[config.mk]
export PLATFORM = sky130hd
export DESIGN_NAME = x86_64_instruction_byte_encoder_flat
export DESIGN_NICKNAME = d
export VERILOG_FILES = /design/src/hw/rtl/xenc_pkg.sv /design/src/hw/rtl/xenc_req_if.sv /design/src/hw/rtl/xenc_byte_if.sv /design/src/hw/rtl/xenc_front.sv /design/src/hw/rtl/xenc_queue.sv /design/src/hw/rtl/xenc_back.sv /design/src/hw/rtl/x86_64_instruction_byte_encoder.sv /design/src/flat_wrapper.sv
export SDC_FILE = /design/constraint.sdc
export NUM_CORES = 1
export LEC_CHECK = 0
export ABC_AREA = 1
export BUFFER_PORTS_ARGS = -buffer_cell sky130_fd_sc_hd__buf_2
export CORE_MARGIN = 2
export CORE_UTILIZATION = 50
export DETAILED_ROUTE_END_ITERATION = 12
export PLACE_DENSITY = 0.68
export SLEW_MARGIN = 20
export SYNTH_ARGS = -nofsm -noshare
export SYNTH_HDL_FRONTEND = slang
export SYNTH_SLANG_ARGS = --single-unit
[constraint.sdc]
create_clock -name clk -period 6.4 [get_ports clk]
set_input_delay 1.28 -clock clk [delete_from_list [all_inputs] [get_ports clk]]
set_output_delay 1.28 -clock clk [all_outputs]
set_load 0.1 [all_outputs]
[src/hw/rtl/xenc_pkg.sv]
// Shared types and constants for the x86-64 instruction byte encoder.
// No dependencies; the front end, queue, back end and top level import this package.
package xenc_pkg;

	localparam int MAX_BYTES   = 10;
	localparam int IDX_W       = 4;
	localparam int OFFSET_BITS = 32;
	localparam int OUT_OFF_W   = 32;
	localparam int QUEUE_DEPTH = 2;

	typedef logic [MAX_BYTES-1:0][7:0] byte_vec_t;

	typedef struct packed {
		byte_vec_t        bytes;
		logic [IDX_W-1:0] last_idx;
		logic             bad;
	} entry_t;

	typedef struct packed {
		logic   push;
		entry_t entry;
	} q_wr_t;

	typedef struct packed {
		logic   empty;
		entry_t head;
	} q_rd_t;

endpackage

[src/hw/rtl/xenc_req_if.sv]
// Request channel: one instruction request per item.
// Depends on nothing beyond the language itself.
interface xenc_req_if;
	logic               valid;
	logic               ready;
	logic [5:0]         form;
	logic [3:0]         reg_a;
	logic [3:0]         reg_b;
	logic [3:0]         cond;
	logic signed [31:0] disp;
	logic [63:0]        imm;

	modport source (output valid, form, reg_a, reg_b, cond, disp, imm, input ready);
	modport sink (input valid, form, reg_a, reg_b, cond, disp, imm, output ready);
endinterface

[src/hw/rtl/xenc_byte_if.sv]
// Code byte channel: one emitted machine-code byte per item.
// Depends on nothing beyond the language itself.
interface xenc_byte_if;
	logic        valid;
	logic        ready;
	logic [7:0]  code_byte;
	logic [31:0] byte_offset;
	logic        last;
	logic        bad_form;

	modport source (output valid, code_byte, byte_offset, last, bad_form, input ready);
	modport sink (input valid, code_byte, byte_offset, last, bad_form, output ready);
endinterface

[src/hw/rtl/xenc_front.sv]
// Front end: accepts instruction requests and expands each into its byte list.
// Depends on xenc_pkg and xenc_req_if; writes into the entry queue.
module xenc_front
	import xenc_pkg::*;
(
	xenc_req_if.sink req,
	input  logic     q_full,
	output q_wr_t    q_wr
);

	typedef enum logic [5:0] {
		F_MOV_RI64 = 6'd0, F_MOV_RM, F_MOV_MR, F_MOV_RR, F_ADD_RR, F_SUB_RR, F_AND_RR,
		F_OR_RR, F_XOR_RR, F_CMP_RR, F_TEST_RR, F_IMUL_RR, F_NEG, F_NOT, F_CQO, F_IDIV,
		F_SHL, F_SHR, F_SAR, F_ADD_RI, F_CMP_RI, F_SETCC, F_MOVZX, F_PUSH_RBP, F_POP_RBP,
		F_MOV_RBP_RSP, F_MOV_RSP_RBP, F_SUB_RSP, F_RET, F_UD2, F_JMP, F_JCC, F_CALL,
		F_MOVSD_LD, F_MOVSD_ST, F_ADDSD, F_SUBSD, F_MULSD, F_DIVSD, F_UCOMISD,
		F_CVTSI2SD, F_MOVQ_XG, F_MOVQ_GX
	} form_e;

	typedef struct packed {
		byte_vec_t        bytes;
		logic [IDX_W-1:0] cnt;
	} enc_t;

	function automatic enc_t put(enc_t e, logic [7:0] v);
		enc_t r;
		r = e;
		r.bytes[e.cnt] = v;
		r.cnt = e.cnt + IDX_W'(1);
		return r;
	endfunction

	function automatic enc_t put32(enc_t e, logic [31:0] v);
		enc_t r;
		r = e;
		for (int i = 0; i < 4; i++) begin
			r = put(r, v[8*i +: 8]);
		end
		return r;
	endfunction

	function automatic enc_t put64(enc_t e, logic [63:0] v);
		enc_t r;
		r = e;
		for (int i = 0; i < 8; i++) begin
			r = put(r, v[8*i +: 8]);
		end
		return r;
	endfunction

	function automatic logic [7:0] rex_w(logic [3:0] r, logic [3:0] m);
		return {4'h4, 1'b1, r[3], 1'b0, m[3]};
	endfunction

	function automatic logic [7:0] mod_reg(logic [3:0] r, logic [3:0] m);
		return {2'b11, r[2:0], m[2:0]};
	endfunction

	function automatic logic [7:0] mod_rbp(logic [3:0] r);
		return {2'b10, r[2:0], 3'b101};
	endfunction

	function automatic enc_t sse_rex(enc_t e, logic [3:0] r, logic [3:0] m, logic w);
		logic [7:0] x;
		x = {4'h4, w, r[3], 1'b0, m[3]};
		return (x != 8'h40) ? put(e, x) : e;
	endfunction

	function automatic enc_t alu_rr(enc_t e, logic [7:0] op, logic [3:0] dst, logic [3:0] src);
		return put(put(put(e, rex_w(src, dst)), op), mod_reg(src, dst));
	endfunction

	function automatic enc_t unary(enc_t e, logic [7:0] op, logic [2:0] ext, logic [3:0] r);
		return put(put(put(e, rex_w(4'd0, r)), op), mod_reg({1'b0, ext}, r));
	endfunction

	function automatic enc_t sse_op(enc_t e, logic [7:0] pfx, logic [7:0] op,
			logic [3:0] r, logic [3:0] m, logic w);
		enc_t t;
		t = sse_rex(put(e, pfx), r, m, w);
		return put(put(put(t, 8'h0f), op), mod_reg(r, m));
	endfunction

	function automatic enc_t sse_mem(enc_t e, logic [7:0] op, logic [3:0] r, logic [31:0] d);
		enc_t t;
		t = sse_rex(put(e, 8'hf2), r, 4'd5, 1'b0);
		return put32(put(put(put(t, 8'h0f), op), mod_rbp(r)), d);
	endfunction

	enc_t       e;
	logic       bad;
	logic [3:0] a;
	logic [3:0] b;
	logic [3:0] cc;
	logic [31:0] d;

	assign a  = req.reg_a;
	assign b  = req.reg_b;
	assign cc = req.cond;
	assign d  = req.disp;

	always_comb begin
		e   = '0;
		bad = 1'b0;
		case (form_e'(req.form))
			F_MOV_RI64: begin
				e = put(e, {4'h4, 3'b100, a[3]});
				e = put(e, {5'b10111, a[2:0]});
				e = put64(e, req.imm);
			end
			F_MOV_RM:      e = put32(put(put(put(e, rex_w(a, 4'd5)), 8'h8b), mod_rbp(a)), d);
			F_MOV_MR:      e = put32(put(put(put(e, rex_w(a, 4'd5)), 8'h89), mod_rbp(a)), d);
			F_MOV_RR:      e = alu_rr(e, 8'h89, a, b);
			F_ADD_RR:      e = alu_rr(e, 8'h01, a, b);
			F_SUB_RR:      e = alu_rr(e, 8'h29, a, b);
			F_AND_RR:      e = alu_rr(e, 8'h21, a, b);
			F_OR_RR:       e = alu_rr(e, 8'h09, a, b);
			F_XOR_RR:      e = alu_rr(e, 8'h31, a, b);
			F_CMP_RR:      e = alu_rr(e, 8'h39, a, b);
			F_TEST_RR:     e = alu_rr(e, 8'h85, a, b);
			F_IMUL_RR:     e = put(put(put(put(e, rex_w(a, b)), 8'h0f), 8'haf), mod_reg(a, b));
			F_NEG:         e = unary(e, 8'hf7, 3'd3, a);
			F_NOT:         e = unary(e, 8'hf7, 3'd2, a);
			F_CQO:         e = put(put(e, 8'h48), 8'h99);
			F_IDIV:        e = unary(e, 8'hf7, 3'd7, a);
			F_SHL:         e = unary(e, 8'hd3, 3'd4, a);
			F_SHR:         e = unary(e, 8'hd3, 3'd5, a);
			F_SAR:         e = unary(e, 8'hd3, 3'd7, a);
			F_ADD_RI:      e = put32(unary(e, 8'h81, 3'd0, a), d);
			F_CMP_RI:      e = put32(unary(e, 8'h81, 3'd7, a), d);
			F_SETCC: begin
				if (a >= 4'd4) begin
					e = put(e, {7'b0100000, a[3]});
				end
				e = put(put(put(e, 8'h0f), {4'h9, cc}), {5'b11000, a[2:0]});
			end
			F_MOVZX:       e = put(put(put(put(e, rex_w(a, a)), 8'h0f), 8'hb6), mod_reg(a, a));
			F_PUSH_RBP:    e = put(e, 8'h55);
			F_POP_RBP:     e = put(e, 8'h5d);
			F_MOV_RBP_RSP: e = put(put(put(e, 8'h48), 8'h89), 8'he5);
			F_MOV_RSP_RBP: e = put(put(put(e, 8'h48), 8'h89), 8'hec);
			F_SUB_RSP:     e = put32(put(put(put(e, 8'h48), 8'h81), 8'hec), d);
			F_RET:         e = put(e, 8'hc3);
			F_UD2:         e = put(put(e, 8'h0f), 8'h0b);
			F_JMP:         e = put32(put(e, 8'he9), d);
			F_JCC:         e = put32(put(put(e, 8'h0f), {4'h8, cc}), d);
			F_CALL:        e = put32(put(e, 8'he8), d);
			F_MOVSD_LD:    e = sse_mem(e, 8'h10, a, d);
			F_MOVSD_ST:    e = sse_mem(e, 8'h11, a, d);
			F_ADDSD:       e = sse_op(e, 8'hf2, 8'h58, a, b, 1'b0);
			F_SUBSD:       e = sse_op(e, 8'hf2, 8'h5c, a, b, 1'b0);
			F_MULSD:       e = sse_op(e, 8'hf2, 8'h59, a, b, 1'b0);
			F_DIVSD:       e = sse_op(e, 8'hf2, 8'h5e, a, b, 1'b0);
			F_UCOMISD:     e = sse_op(e, 8'h66, 8'h2e, a, b, 1'b0);
			F_CVTSI2SD:    e = sse_op(e, 8'hf2, 8'h2a, a, b, 1'b1);
			F_MOVQ_XG:     e = sse_op(e, 8'h66, 8'h6e, a, b, 1'b1);
			F_MOVQ_GX:     e = sse_op(e, 8'h66, 8'h7e, b, a, 1'b1);
			default: begin
				e.cnt = IDX_W'(1);
				bad   = 1'b1;
			end
		endcase
	end

	assign req.ready         = !q_full;
	assign q_wr.push         = req.valid && !q_full;
	assign q_wr.entry.bytes  = e.bytes;
	assign q_wr.entry.last_idx = e.cnt - IDX_W'(1);
	assign q_wr.entry.bad    = bad;

endmodule

[src/hw/rtl/xenc_queue.sv]
// Two-entry queue of expanded instructions between front and back end.
// Depends on xenc_pkg.
module xenc_queue
	import xenc_pkg::*;
(
	input  logic  clk,
	input  logic  arst_n,
	input  q_wr_t q_wr,
	input  logic  pop,
	output logic  full,
	output q_rd_t q_rd
);

	entry_t     entries_q [QUEUE_DEPTH];
	logic       wr_ptr_q;
	logic       rd_ptr_q;
	logic [1:0] cnt_q;

	assign full       = (cnt_q == 2'(QUEUE_DEPTH));
	assign q_rd.empty = (cnt_q == 2'd0);
	assign q_rd.head  = entries_q[rd_ptr_q];

	always_ff @(posedge clk or negedge arst_n) begin
		if (!arst_n) begin
			wr_ptr_q <= 1'b0;
			rd_ptr_q <= 1'b0;
			cnt_q    <= 2'd0;
		end else begin
			if (q_wr.push) begin
				wr_ptr_q <= !wr_ptr_q;
			end
			if (pop) begin
				rd_ptr_q <= !rd_ptr_q;
			end
			cnt_q <= cnt_q + 2'(q_wr.push) - 2'(pop);
		end
	end

	always_ff @(posedge clk) begin
		if (q_wr.push) begin
			entries_q[wr_ptr_q] <= q_wr.entry;
		end
	end

endmodule

[src/hw/rtl/xenc_back.sv]
// Back end: walks the queue head one byte per cycle while the output accepts, and keeps the code position.
// Depends on xenc_pkg and xenc_byte_if; reads from the entry queue.
module xenc_back
	import xenc_pkg::*;
(
	input  logic      clk,
	input  logic      arst_n,
	input  q_rd_t     q_rd,
	output logic      pop,
	xenc_byte_if.source code
);

	logic [IDX_W-1:0]       idx_q;
	logic [OFFSET_BITS-1:0] pos_q;
	logic                   out_valid_q;
	logic [7:0]             byte_q;
	logic [OUT_OFF_W-1:0]   offset_q;
	logic                   last_q;
	logic                   bad_q;
	logic                   load;
	logic                   at_last;

	assign load    = !q_rd.empty && (!out_valid_q || code.ready);
	assign at_last = (idx_q == q_rd.head.last_idx);
	assign pop     = load && at_last;

	always_ff @(posedge clk or negedge arst_n) begin
		if (!arst_n) begin
			idx_q       <= '0;
			pos_q       <= '0;
			out_valid_q <= 1'b0;
		end else if (load) begin
			out_valid_q <= 1'b1;
			idx_q       <= at_last ? '0 : idx_q + IDX_W'(1);
			if (!q_rd.head.bad) begin
				pos_q <= pos_q + OFFSET_BITS'(1);
			end
		end else if (code.ready) begin
			out_valid_q <= 1'b0;
		end
	end

	always_ff @(posedge clk) begin
		if (load) begin
			byte_q   <= q_rd.head.bytes[idx_q];
			offset_q <= OUT_OFF_W'(pos_q);
			last_q   <= at_last;
			bad_q    <= q_rd.head.bad;
		end
	end

	assign code.valid       = out_valid_q;
	assign code.code_byte   = byte_q;
	assign code.byte_offset = offset_q;
	assign code.last        = last_q;
	assign code.bad_form    = bad_q;

endmodule

[src/hw/rtl/x86_64_instruction_byte_encoder.sv]
// Top level of the x86-64 instruction byte encoder: front end, queue and back end.
// Depends on xenc_pkg, xenc_req_if, xenc_byte_if, xenc_front, xenc_queue, xenc_back.
//
// Each accepted request is expanded in the cycle it is accepted into a list of one to
// ten machine-code bytes, which waits in a two-entry queue. The back end sends one byte
// per cycle from the queue head while the output port accepts them, so the byte output
// port sets the sustained rate. Requests are taken every cycle while the queue has
// room, also while a byte waits on the output. An undefined form gives a single zero
// byte with bad_form and last set, and leaves the code position unchanged.
module x86_64_instruction_byte_encoder
	import xenc_pkg::*;
(
	input  logic        clk,
	input  logic        arst_n,
	xenc_req_if.sink    instr,
	xenc_byte_if.source code
);

	q_wr_t q_wr;
	q_rd_t q_rd;
	logic  q_full;
	logic  pop;

	xenc_front u_front (
		.req    (instr),
		.q_full (q_full),
		.q_wr   (q_wr)
	);

	xenc_queue u_queue (
		.clk    (clk),
		.arst_n (arst_n),
		.q_wr   (q_wr),
		.pop    (pop),
		.full   (q_full),
		.q_rd   (q_rd)
	);

	xenc_back u_back (
		.clk    (clk),
		.arst_n (arst_n),
		.q_rd   (q_rd),
		.pop    (pop),
		.code   (code)
	);

	assert property (@(posedge clk) disable iff (!arst_n) q_wr.push |-> !q_full)
		else $error("Queue written while full.");

	assert property (@(posedge clk) disable iff (!arst_n) pop |-> !q_rd.empty)
		else $error("Queue popped while empty.");

	assert property (@(posedge clk) disable iff (!arst_n)
		code.valid && code.bad_form |-> code.last && (code.code_byte == 8'h00))
		else $error("Undefined form did not give a single zero byte.");

	assert property (@(posedge clk) disable iff (!arst_n)
		code.valid && code.ready && !code.bad_form && !code.last
		|=> code.valid && (code.byte_offset == $past(code.byte_offset) + 32'd1))
		else $error("Bytes of one instruction are not contiguous.");

endmodule
[src/flat_wrapper.sv]
// flat-port wrapper written by rule: the top's interface ports become plain ports
module x86_64_instruction_byte_encoder_flat import xenc_pkg::*;
  (clk, arst_n, instr_valid, instr_form, instr_reg_a, instr_reg_b, instr_cond, instr_disp, instr_imm, instr_ready, code_valid, code_code_byte, code_byte_offset, code_last, code_bad_form, code_ready);
  xenc_req_if instr_i ();
  xenc_byte_if code_i ();
  input  logic clk;
  input  logic arst_n;
  input wire logic [$bits(instr_i.valid)-1:0] instr_valid;
  input wire logic [$bits(instr_i.form)-1:0] instr_form;
  input wire logic [$bits(instr_i.reg_a)-1:0] instr_reg_a;
  input wire logic [$bits(instr_i.reg_b)-1:0] instr_reg_b;
  input wire logic [$bits(instr_i.cond)-1:0] instr_cond;
  input wire logic [$bits(instr_i.disp)-1:0] instr_disp;
  input wire logic [$bits(instr_i.imm)-1:0] instr_imm;
  output wire logic [$bits(instr_i.ready)-1:0] instr_ready;
  output wire logic [$bits(code_i.valid)-1:0] code_valid;
  output wire logic [$bits(code_i.code_byte)-1:0] code_code_byte;
  output wire logic [$bits(code_i.byte_offset)-1:0] code_byte_offset;
  output wire logic [$bits(code_i.last)-1:0] code_last;
  output wire logic [$bits(code_i.bad_form)-1:0] code_bad_form;
  input wire logic [$bits(code_i.ready)-1:0] code_ready;
  assign instr_i.valid = instr_valid;
  assign instr_i.form = instr_form;
  assign instr_i.reg_a = instr_reg_a;
  assign instr_i.reg_b = instr_reg_b;
  assign instr_i.cond = instr_cond;
  assign instr_i.disp = instr_disp;
  assign instr_i.imm = instr_imm;
  assign instr_ready = instr_i.ready;
  assign code_valid = code_i.valid;
  assign code_code_byte = code_i.code_byte;
  assign code_byte_offset = code_i.byte_offset;
  assign code_last = code_i.last;
  assign code_bad_form = code_i.bad_form;
  assign code_i.ready = code_ready;
  x86_64_instruction_byte_encoder u_core (.clk(clk), .arst_n(arst_n), .instr(instr_i), .code(code_i));
endmodule
# ---- Yosys cells after proc, flatten, opt, wreduce, memory -nomap -nowiden
# Memories as Yosys holds them, arrays and structs flattened.
# Cells that the tools add are included.
dict set report totals {
  ram_bits 170
  elab_cells 246
  latch_bits 0
  out_inout_bits 44
  reg_bits 83
  romBits 0
  memories 1
  in_bits 118
}
dict set report classes {
  n_eq_ne 44
  mux 64
  order_cmp 34
  shifts 0
  bitwise_logic 34
  addsub 21
  div_mod_pow 0
  reduce_logical 38
  n_mul 0
}
# name depth width rd rd_ports_with_merged_regs write_ports line
set mem_list {}
lappend mem_list {u_core.u_queue.entries_q 2 85 1 0 1 xenc_queue.sv:14} ;# entry_t entries_q [QUEUE_DEPTH];
# cell n
set ops {}
lappend ops {{$pmux 80 s43} 1}
lappend ops {{$bwmux 80} 17}
lappend ops {{$demux 8 s4} 16}
lappend ops {{$not 40->40} 7}
lappend ops {{$and 40x40->40} 4}
lappend ops {{$or 40x40->40} 4}
lappend ops {{$mux 8} 17}
lappend ops {{$and 7x40->40} 3}
lappend ops {{$or 8x40->40} 3}
lappend ops {{$eq 6x5->1 const B} 16}
lappend ops {{$lt 4x5->1 const B} 17}
lappend ops {{$mux 84} 1}
lappend ops {{$and 70x70->70} 1}
lappend ops {{$not 70->70} 1}
lappend ops {{$add 4x1->4 const B} 17}
lappend ops {{$eq 6x6->1 const B} 11}
lappend ops {{$ge 4x1->1 const B} 16}
lappend ops {{$and 60x60->60} 1}
lappend ops {{$not 60->60} 1}
lappend ops {{$mux 19} 3}
lappend ops {{$and 50x50->50} 1}
lappend ops {{$not 50->50} 1}
lappend ops {{$or 50x50->50} 1}
lappend ops {{$eq 6x4->1 const B} 8}
lappend ops {{33 further kinds} 67}

# ---- Longest topological paths before layout
dict set report depth {
  ltp_word 14
  depth_mapped 17
  mapped_depth_nobuf 17
}

# ---- Modules after synthesis
# From an unflattened synthesis, not the netlist that was laid out.
dict set report hier_totals {
  hier_cells 1578
  area_unflattened_um2 13908.3
}
# mod seq_area_each_um2 area_per_inst_um2 instances cells_each
set by_module_without_submodules {}
lappend by_module_without_submodules {xenc_queue 5205.0 6588.8 1 469}
lappend by_module_without_submodules {xenc_back 2187.1 4164.0 1 476}
lappend by_module_without_submodules {xenc_front 0.0 3155.5 1 633}

# ---- Worst setup path after synthesis
# OpenSTA, ideal clock, no wires.
dict set report synth_path {
  path_type {in2reg}
  startpoint {input instr_valid}
  endpoint {memory u_core.u_queue.entries_q[1][0] in the netlist's numbering (enable)}
  setup_ps 531
  slack_ps 876
  path_buffers 0
  path_stages 2
  arrival_ps 4993
  t_required_ps 5869
  cell_sequence {nand2_1 > nor2_1}
}
dict set report synth_between {
  elab_chain_cells 3
}
# element line
set synth_rtl {}
lappend synth_rtl {{from (decl)} flat_wrapper.sv:8} ;# input wire logic [$bits(instr_i.valid)-1:0] instr_valid;
lappend synth_rtl {{$logic_and 1x1->1} xenc_front.sv:166} ;# assign q_wr.push = req.valid && !q_full;
lappend synth_rtl {{$mux 1} xenc_queue.sv:40} ;# if (q_wr.push) begin
lappend synth_rtl {{$mux 1 (not written as such)} xenc_queue.sv:41} ;# entries_q[wr_ptr_q] <= q_wr.entry;
lappend synth_rtl {{to (decl)} xenc_queue.sv:14}
# Every way passes these cells.

==> flow_summary.toml <==
[floorplan]
coreArea_mm2 = 0.0259
initial_utilization_pct = 50.6
die_area_mm2 = 0.0275
rows = 59
die_w_um = 166
die_h_um = 166
io-pin-count = 162

[power]
swShare_pct = 43.0
p_int_mw = 3.63
power_density_mw_per_mm2 = 425
p_leak_nw = 6.32
power.switching_mw = 2.74
power_frac_comb_pct = 38.6
clkPwrFrac_pct = 22.6
ir_drop_v = 0.000559
power_frac_seq_pct = 38.8

[global_routing]
grt_pass1_wl_um = 65300
track_usage_pct = 30.8
overflow = 0
antenna_found_initial = 1
grt_max_degree = 86
grt_pass1_vias = 10976

[clock_network]
h-tree-depth = 1
clockBufferDepth = 3
cts_num_sinks = 253
hold_buffers = 0
worstSkewPairLatency_ps = 540
cts_tree = "built"
root_buffer = "clkbuf_16"
cts_buffers = 26
post_cts_buffers = 0
clk_pin_slew_ps = 60
cts-resized-gates = 0

[critical_path]
critical-path-slowest-cell = "nand3_1"
path_cells = "buf_2 -> nor2_2 -> nand2_1 -> nand2_1 -> nand3_1 -> inv_1 -> a21oi_1 -> ha_1 -> nand2_1 -> nand4_1 -> nor2_1 -> nand3_1 -> nand2_1 -> nand2_1"
cp_common_cell = "nand2_1"
critPathMaxStageDelay_ps = 630
worstPathRequired_ps = 6690
crit_type = "in -> reg"
rr_worst_depth = 11
rr_startpoint = "u_core.u_queue.rd_ptr_q"
path_max_fanout = 17
rrSetupSlack_ps = 2480
start_kind = "primary input"
critPathCaptureType = "register"
rr_endpoint = "u_core.u_back.pos_q[26]"
cp.arrival_ps = 4360

[sta]
timing.final.crit_share_pct = 63.6
finClkSkew_ps = 24.2
clock.fmax_mhz = 246
rsz0062_at_grt = "no"
setup_violations = 0
slew_viol_final = 0
worst_pin_slew_ps = 1020
fin_crit_ps = 4070
hold_violations = 0
hold_slack_ps = 493
slew_headroom_pct = 31.9
setup_tns_ps = 0

[synthesis]
synth_cells = 1396
ys_warn_count = 0
synthesis.nets = 1520
synth_edf_count = 212
syn_area_mm2 = 0.0131
netlist.area_leader.share_pct = 48.6
async_flop_share_pct = 16.2
ys_types = 45
synth_seq_cells = 253
synth_top_area_cell = "edfxtp_1"
synth_area_leaders = "edfxtp_1 (49%), dfrtp_1 (7.8%), nand2_1 (7.5%)"
avgSynthCellArea_um2 = 9.39
seq_area_frac_synth_pct = 56.4
synth_ff_type = "edfxtp_1"

[route]
ant_nets = 0
num_vias = 11641
wl_um = 43100
wire_per_inst_um = 22.8
dr.pass1.iters = 5
via_per_inst = 6.15
drc = 0
drt_iter0_markers = 1702

[placement]
gp_congestion = 1.04
dp_hpwl_um = 31400
io_buffers = 161

[finish]
nFillCells = 2294
fin_nets = 1661
fin_util_pct = 57.9
multi_input_area_mm2 = 0.00496
drive_above_1_share_pct = 16.6
syn_to_final_growth_pct = 14.4
n_antenna_cell = 0
seq_area_mm2 = 0.00739

[flow_run]
drv_cap = 0

[min_path]
holdCritPathClass = "reg -> reg"
hold_path_depth = 0
min-delay-start = "u_core.u_back.pos_q[9]"
whs_endpoint = "u_core.u_back.code.byte_offset[9]"

[run_status]
status = "complete, no violations"
-- power groups by stage --
stage	logic (mW)	registers [mW]	clock network [mW]
2_1_floorplan	1.06	3.26	0
3_3_place_gp	2.42	2.49	0
3_5_place_dp	2.45	2.50	0
5_1_grt	2.62	2.51	1.53
6_report	2.46	2.47	1.44
4_1_cts	2.45	2.47	1.45
-- metal layers --
layer  track usage, %  routed length (um)  share of wire, %  up-vias
met5                0                   0                 0        -
met4             12.6                1930               4.5        0
met3             4.79                4280               9.9      124
met2             47.9               19100                44      737
met1             43.7               17800                41     5536
li1                 -                   -                 -     5244
-- flip-flops by register name, summed over array words and instances, names as in the netlist --
| register | flops |
|---|---|
| u_core.u_queue.entries_q | 170 |
| u_core.u_back.code.byte_offset | 32 |
| u_core.u_back.pos_q | 32 |
| u_core.u_back.code.code_byte | 8 |
| u_core.u_back.idx_q | 4 |
| u_core.u_queue.cnt_q | 2 |
| u_core.u_back.code.bad_form | 1 |
| u_core.u_back.code.last | 1 |
| u_core.u_back.code.valid | 1 |
| u_core.u_queue.rd_ptr_q | 1 |
| u_core.u_queue.wr_ptr_q | 1 |
-- placed cells by master, fill, tap and decap left out, types with 2 or more instances in the layout --
cell type	netlist	final
o22ai_1	34	34
nand3_1	75	75
clkbuf_1	35	6
nand3_2	7	7
nor2_2	9	9
a211oi_1	8	8
a221oi_1	17	17
buf_2	19	161
nor3_2	2	2
edfxtp_1	212	212
xor2_1	23	23
nand2_2	7	7
nor3_1	40	40
inv_2	15	15
dfrtp_1	41	40
nor2_1	165	163
o211ai_1	17	17
clkinv_1	2	8
nand2_1	262	262
nor4_1	5	5
nor2_4	4	6
o21ai_0	141	141
ha_1	6	6
o2111ai_1	25	25
o221ai_1	25	25
clkinv_4	0	3
clkbuf_16	0	27
inv_1	119	118
nand4_1	30	30
a21oi_1	13	13
xnor2_1	16	16
buf_4	1	11
a2111oi_0	2	2
clkinv_2	0	3
o21ai_1	4	4
-- final cells by class --
type	instances	share of cell area (%)
clock inverters	14	0.759
well taps	335	2.79
multi-input cells	948	33.1
flip-flops and latches	253	49.3
repair buffers	172	5.92
clock buffers	34	4.75
inverters	136	3.40
-- synth_stat cells, types with 2 or more instances --
library cell	n
clkbuf_1	35
a2111oi_0	2
nand3_2	7
dfrtp_1	41
nor2_4	4
a211oi_1	8
nand2_2	7
nand2_1	262
o2111ai_1	25
nand4_1	30
edfxtp_1	212
xor2_1	23
nor3_2	2
nor2_2	9
o221ai_1	25
buf_2	19
nor3_1	40
ha_1	6
buf_1	3
a21oi_1	13
nor4_1	5
nand3_1	75
clkinv_1	2
o22ai_1	34
nor2_1	165
inv_2	15
o21ai_1	4
o21ai_0	141
inv_1	119
a221oi_1	17
xnor2_1	16
o211ai_1	17
-- worst max-delay path by stage --
stage / start / endpoint / slack (ps) / cells after the start
global route: u_core.u_queue.rd_ptr_q / u_core.u_back.pos_q[26] / 2120 / 11
detailed placement: instr_form[2] / u_core.u_queue.entries_q[0][3] / 1910 / 13
global placement: instr_form[2] / u_core.u_queue.entries_q[0][3] / 1970 / 13
CTS: instr_form[2] / u_core.u_queue.entries_q[0][3] / 2460 / 13
finish: instr_form[2] / u_core.u_queue.entries_q[1][4] / 2330 / 14
floorplan: instr_valid / u_core.u_queue.entries_q[1][0] / 880 / 2
-- worst max-delay path: cells and delay by family --
family          cells  cell delay [ps]
compound gates      1              120
fa+ha+maj           1              330
buf+inv             2              620
simple gates       10             2000
-- cell families after synthesis --
| kind of cell | synth area share (%) |
|---|---|
| XOR/XNOR | 2.61 |
| AO/OA/AOI/OAI | 14.0 |
| flip-flops | 56.4 |
| AND/OR/NAND/NOR | 20.6 |
| buffers and inverters | 5.85 |
| adder cells (fa/ha/maj) | 0.573 |
-- stage by stage --
stage | std cells | setup slack [ps] | power (mW) | cell area (um^2)
2_1_floorplan | 1396 | 876 | 4.33 | 13100
3_3_place_gp | 1844 | 1970 | 4.92 | 14200
3_5_place_dp | 1844 | 1910 | 4.95 | 14200
4_1_cts | 1892 | 2460 | 6.38 | 15000
5_1_grt | 1892 | 2120 | 6.66 | 15000
6_report | 1892 | 2330 | 6.37 | 15000
No activity file was read; power rests on OpenSTA's default activity.
